File: config.mk
export PLATFORM = sky130hd
export DESIGN_NAME = nsml_min_tree
export DESIGN_NICKNAME = d
export VERILOG_FILES = /design/src/rtl/nsml_pkg.sv /design/src/rtl/nsml_min_tree.sv
export SDC_FILE = /design/constraint.sdc
export NUM_CORES = 2
export LEC_CHECK = 0
export ABC_CLOCK_PERIOD_IN_PS = 2650
export BUFFER_PORTS_ARGS = -buffer_cell sky130_fd_sc_hd__buf_2
export CAP_MARGIN = 20
export CORE_ASPECT_RATIO = 2
export CORE_UTILIZATION = 35
export DETAILED_ROUTE_END_ITERATION = 10
export HOLD_SLACK_MARGIN = 0.12
export SYNTH_ARGS = -nofsm -noshare
export SYNTH_HDL_FRONTEND = slang
export SYNTH_SLANG_ARGS = --single-unit
File: constraint.sdc
create_clock -name clk -period 2.65 [get_ports clk]
set_input_delay 0.3975 -clock clk [delete_from_list [all_inputs] [get_ports clk]]
set_output_delay 0.3975 -clock clk [all_outputs]
set_load 0.02 [all_outputs]
File: src/rtl/nsml_pkg.sv
// ----------------------------------------------------------------------------
// nsml_pkg
// Shared widths, action codes and the search key type for the nearest seed
// Manhattan labeler.
// ----------------------------------------------------------------------------
package nsml_pkg;

    localparam int COORD_W       = 10;
    localparam int DIST_W        = 11;
    localparam int SLOT_W        = 6;
    localparam int REGION_W      = 6;
    localparam int COUNT_W       = 7;
    localparam int MAX_SEEDS_DEF = 64;

    localparam logic ACT_LOAD     = 1'b0;
    localparam logic ACT_CLASSIFY = 1'b1;

    // inactive lanes sort above every real distance
    typedef struct packed {
        logic              inactive;
        logic [DIST_W-1:0] dval;
    } key_t;

endpackage

File: src/rtl/nsml_min_tree.sv
// ----------------------------------------------------------------------------
// nsml_min_tree
// Registered binary minimum tree, one tree level per clock. Ties keep the
// left (lower index) child.
// ----------------------------------------------------------------------------
module nsml_min_tree
    import nsml_pkg::*;
#(
    parameter int LANES = MAX_SEEDS_DEF
)
(
    input  logic                       clk,
    input  logic                       rst_n,
    input  logic                       in_vld,
    input  key_t                       leaf_key [LANES],
    output logic                       out_vld,
    output logic [$clog2(LANES)-1:0]   out_idx,
    output key_t                       out_key
);

    localparam int LEVELS = $clog2(LANES);
    localparam int P      = 1 << LEVELS;
    localparam int IDX_W  = LEVELS;

    key_t             leaf_w       [P];
    key_t             node_key_reg [1:P-1];
    logic [IDX_W-1:0] node_idx_reg [1:P-1];
    logic [LEVELS-1:0] vld_reg;

    genvar j, n;

    generate
        for (j = 0; j < P; j++) begin : g_leaf
            if (j < LANES) begin : g_real
                assign leaf_w[j] = leaf_key[j];
            end
            else begin : g_pad
                assign leaf_w[j] = '{inactive: 1'b1, dval: '0};
            end
        end

        for (n = 1; n < P; n++) begin : g_node
            key_t             lk;
            key_t             rk;
            logic [IDX_W-1:0] li;
            logic [IDX_W-1:0] ri;

            if (2 * n >= P) begin : g_from_leaf
                assign lk = leaf_w[2*n - P];
                assign rk = leaf_w[2*n + 1 - P];
                assign li = IDX_W'(2*n - P);
                assign ri = IDX_W'(2*n + 1 - P);
            end
            else begin : g_from_node
                assign lk = node_key_reg[2*n];
                assign rk = node_key_reg[2*n + 1];
                assign li = node_idx_reg[2*n];
                assign ri = node_idx_reg[2*n + 1];
            end

            always_ff @(posedge clk)
            begin
                if ({rk.inactive, rk.dval} < {lk.inactive, lk.dval})
                begin
                    node_key_reg[n] <= rk;
                    node_idx_reg[n] <= ri;
                end
                else
                begin
                    node_key_reg[n] <= lk;
                    node_idx_reg[n] <= li;
                end
            end
        end
    endgenerate

    always_ff @(posedge clk or negedge rst_n)
    begin
        if (!rst_n)
        begin
            vld_reg <= '0;
        end
        else
        begin
            vld_reg <= LEVELS'({vld_reg, in_vld});
        end
    end

    assign out_vld = vld_reg[LEVELS-1];
    assign out_idx = node_idx_reg[1];
    assign out_key = node_key_reg[1];

endmodule

==> impl_summary.txt <==
----------------------------------------------------
[Placed design]
  DP HPWL ... 109000 µm
  Number of placed instances with taps included ... about 6800
  Buffers added on ports ... 789
  Placed inst area ... 0.0521 mm²
  Post-placement worst setup slack ... -0.173 ns
  Global placement routability congestion ... 0.920

[STA]
  Largest clock skew in the final design ... 0.0236 ns
  Actual slew at the worst max-slew pin ... 0.963 ns
  Worst slew slack as a fraction of its limit ... 35.6%
  Period minus WS final ... 2.74 ns
  Setup Viol. Count Final ... 12
  Worst setup margin ... -0.0860 ns
  Setup total negative slack ... -0.328 ns
  Setup repair after global routing missed its margin ... yes
  Post-route clock period utilization ... 103%
  Number of hold violations in the final report ... 0
  Max frequency ... 365 MHz
  Hold Worst Slack ... 0.198 ns
  Max Slew Vio Count ... 0

[Power and ir drop]
  Highest ir drop seen on vdd ... 452 µV
  Power per Cell Area ... slightly above 800 mW/mm²
  Total power consumption of the routed design ... 52.2 mW
  LEAKAGE ... 31.3 nW

[Global route]
  Global-route wire length before repair ... 209000 µm
  Number of global-route vias before repair ... 39900
  Remaining global-route overflow ... 0
  All-Layer GR Usage ... 20.4%
  Antenna violations before repair ... 22
  Largest net degree at the start of global routing ... 19

[Drt]
  Number of nets with antenna violations after detailed routing ... 0
  Number of search-and-repair iterations in the first detailed-routing pass ... 6
  Vias after detailed routing ... 36300
  First-iteration detailed-routing DRC count ... about 950
  Vias/cell ... around 4.7
  Routed Wire Length ... 139000 µm
  Residual DRC count ... 0
  Detailed-route wire length per cell ... 17.9 µm

[Worst hold path]
  Hold Startpoint ... leaf_key[156]
  Type of the most critical hold path ... in -> reg

[Finish]
  Layout cell share with drive strength beyond 1 ... 32.7%
  Synthesis-to-layout area growth ... 39.2%
  Final cell count without fillers ... 7757
  Flip-flop count of the largest register, all copies and words added ... 756
  Combined area of the multi-input logic cells ... 0.0250 mm²
  Non-Filler Cell Area, Final ... ~0.063 mm²
  Share of the core filled with cells ... between 40 and 50%
  Filler cell count in the final layout ... 11600
  Total Nets Final ... around 7400
  Sequential standard cell area ... 0.0177 mm²

[Setup path]
  Start-to-end type of the worst setup path ... in -> reg
  Critical path capture point type ... flop
  Reg2reg start ... node_key_reg[0][727]
  Critical path origin ... leaf_key[185]
  Worst EP arrival ... ~3.3 ns
  Maximum fanout along the worst path ... 7
  Data required, critical path ... 3.20 ns
  Critical Path Start Type ... input pin

[Clocking]
  Number of buffers added by the clock tree synthesis step ... 86
  Clock-pin slew on the worst setup and hold paths ... ~0.070 ns
  Clock latency at the later pin of the worst-skew pair ... 0.67 ns
  Sink Count ... 882
  Maximum clock path buffer count ... 3
  Cell at the root of the clock tree ... sky130_fd_sc_hd__clkbuf_16
  Htree depth ... 3
  CTS tree ... done

[Die]
  Total I/O pin count ... 790
  Number of rows in the core area ... between 150 and 200
  Initial core utilization ... 35.2%
  Total core area ... 0.130 mm²
  Die Width ... about 260 µm
  Area enclosed by the die boundary ... 0.132 mm²
  Die H ... 513 µm

[Logic synthesis]
  Net count after synthesis ... around 5700
  Top-area cell type share of the netlist area ... 38.4%
  Number of enable-type register cells in the synthesized netlist ... 0
  Async SR Flop Fraction ... less than 1%
  Post-synthesis area per instance ... about 11 µm²
  Area contributors post-synth ... sky130_fd_sc_hd__dfxtp_1 (38%), sky130_fd_sc_hd__ha_1 (19%), sky130_fd_sc_hd__mux2_2 (18%), sky130_fd_sc_hd__inv_1 (6.2%), sky130_fd_sc_hd__a21oi_1 (3.7%)
  Cell with the most instances after synthesis ... sky130_fd_sc_hd__dfxtp_1
  Total of warnings raised by yosys ... 0
  Sequential area share after synthesis ... 38.8%
  Commonest cells in the netlist ... sky130_fd_sc_hd__dfxtp_1 (876), sky130_fd_sc_hd__inv_1 (755), sky130_fd_sc_hd__mux2_2 (730)
  Post-synthesis cell area ... 0.0456 mm²
  Most used flip-flop cell after synthesis ... sky130_fd_sc_hd__dfxtp_1
  #FFs+latches synth ... 882
  Number of distinct library cells after synthesis ... 31
  Post-synth top area cell ... sky130_fd_sc_hd__dfxtp_1
  Count of mapped cells out of synthesis ... 4265

[Job]
  Count of maximum capacitance violations ... 0

[Outcome]
  Violations in the final reports ... setup timing
  Result of the run ... finished, violations left

----------------------------------------------------
-- repair_timing --
item,in CTS,in global routing
hold endpoints to repair,391,19
setup endpoints to repair,0,162
setup buffers,0,33
resized for setup,0,88
hold buffers,771,20
-- cell usage in the layout, fill, tap and decap left out, types with 6 or more instances in the layout --
cell,instances
sky130_fd_sc_hd__dfxtp_1,876
sky130_fd_sc_hd__buf_2,776
sky130_fd_sc_hd__dlygate4sd3_1,753
sky130_fd_sc_hd__inv_1,751
sky130_fd_sc_hd__mux2_2,725
sky130_fd_sc_hd__ha_1,685
sky130_fd_sc_hd__a21oi_1,319
sky130_fd_sc_hd__nand2_1,185
sky130_fd_sc_hd__buf_4,112
sky130_fd_sc_hd__o21ai_0,106
sky130_fd_sc_hd__clkbuf_16,92
sky130_fd_sc_hd__mux2_4,86
sky130_fd_sc_hd__nor2_1,77
sky130_fd_sc_hd__o21a_1,62
sky130_fd_sc_hd__nand2b_1,55
sky130_fd_sc_hd__nand4_1,48
sky130_fd_sc_hd__a211o_1,38
sky130_fd_sc_hd__o211ai_1,24
sky130_fd_sc_hd__o41ai_2,24
sky130_fd_sc_hd__dlymetal6s4s_1,20
sky130_fd_sc_hd__a2111oi_4,18
sky130_fd_sc_hd__o21ai_1,16
sky130_fd_sc_hd__buf_6,16
sky130_fd_sc_hd__diode_2,15
sky130_fd_sc_hd__o41ai_4,14
sky130_fd_sc_hd__a2111oi_0,14
sky130_fd_sc_hd__a21oi_2,14
sky130_fd_sc_hd__clkbuf_8,14
sky130_fd_sc_hd__clkinvlp_4,12
sky130_fd_sc_hd__o21ai_2,11
sky130_fd_sc_hd__a21o_1,11
sky130_fd_sc_hd__clkbuf_1,11
sky130_fd_sc_hd__bufinv_16,10
sky130_fd_sc_hd__nand2b_4,9
sky130_fd_sc_hd__clkinv_2,8
sky130_fd_sc_hd__ha_4,6
sky130_fd_sc_hd__dfrtp_1,6
-- final timing paths --
check | end | slack, ns | cells past startpoint
worst max-delay path | node_key_reg[0][683] | -0.09 | 11
worst min-delay path | node_key_reg[0][684] | 0.20 | 3
worst max register to register | node_key_reg[0][363] | 0.28 | 6
worst min register to register | vld_reg[4] | 0.35 | 0
max in group asynchronous | vld_reg[5] | 1.73 | 3
min in group asynchronous | vld_reg[1] | 0.70 | 3
-- layout make-up --
| cell class | instances | area share (%) |
|---|---|---|
| antenna | 15 | 0.0591 |
| inverter | 755 | 4.46 |
| sequential | 882 | 27.9 |
| multi-input combinational | 2565 | 39.3 |
| clock inverter | 41 | 0.845 |
| tap | 1701 | 3.35 |
| timing repair buffer | 1683 | 20.2 |
| clock buffer | 115 | 3.92 |
-- routing by layer --
layer  wire length (µm)  global-route usage (%)  share of wire [%]
met1              48800                    18.9                 35
met2              77500                    41.7                 56
met3               5220                    2.80                3.8
met4               7290                    10.6                5.3
met5                 11                       0             0.0079
-- logic make-up (layout without fill, tap and decap cells) --
group | after synthesis | in the layout | synth area share (%)
AO/OA/AOI/OAI | 674 | 674 | 10.4
buffers and inverters | 818 | 2594 | 7.12
flip-flops | 882 | 882 | 38.8
adder cells (fa/ha/maj) | 693 | 693 | 19.0
other | 0 | 15 | 0
multiplexers | 813 | 813 | 20.7
AND/OR/NAND/NOR | 385 | 385 | 3.98
-- report_power, final --
group	switching, mW	internal [mW]
sequential	2.29	17.1
combinational	9.26	10.5
clock	5.50	7.62
-- critical path: stages --
cell and delay (ns):
sky130_fd_sc_hd__dlygate4sd3_1 0.53, sky130_fd_sc_hd__buf_2 0.12, sky130_fd_sc_hd__inv_1 0.05, sky130_fd_sc_hd__ha_1 0.31, sky130_fd_sc_hd__o211ai_1 0.14, sky130_fd_sc_hd__o21ai_2 0.13, sky130_fd_sc_hd__a2111oi_4 0.40, sky130_fd_sc_hd__buf_4 0.19
sky130_fd_sc_hd__buf_8 0.12, sky130_fd_sc_hd__mux2_2 0.34, sky130_fd_sc_hd__dlygate4sd3_1 0.56
Power figures use the tool's default switching activity.
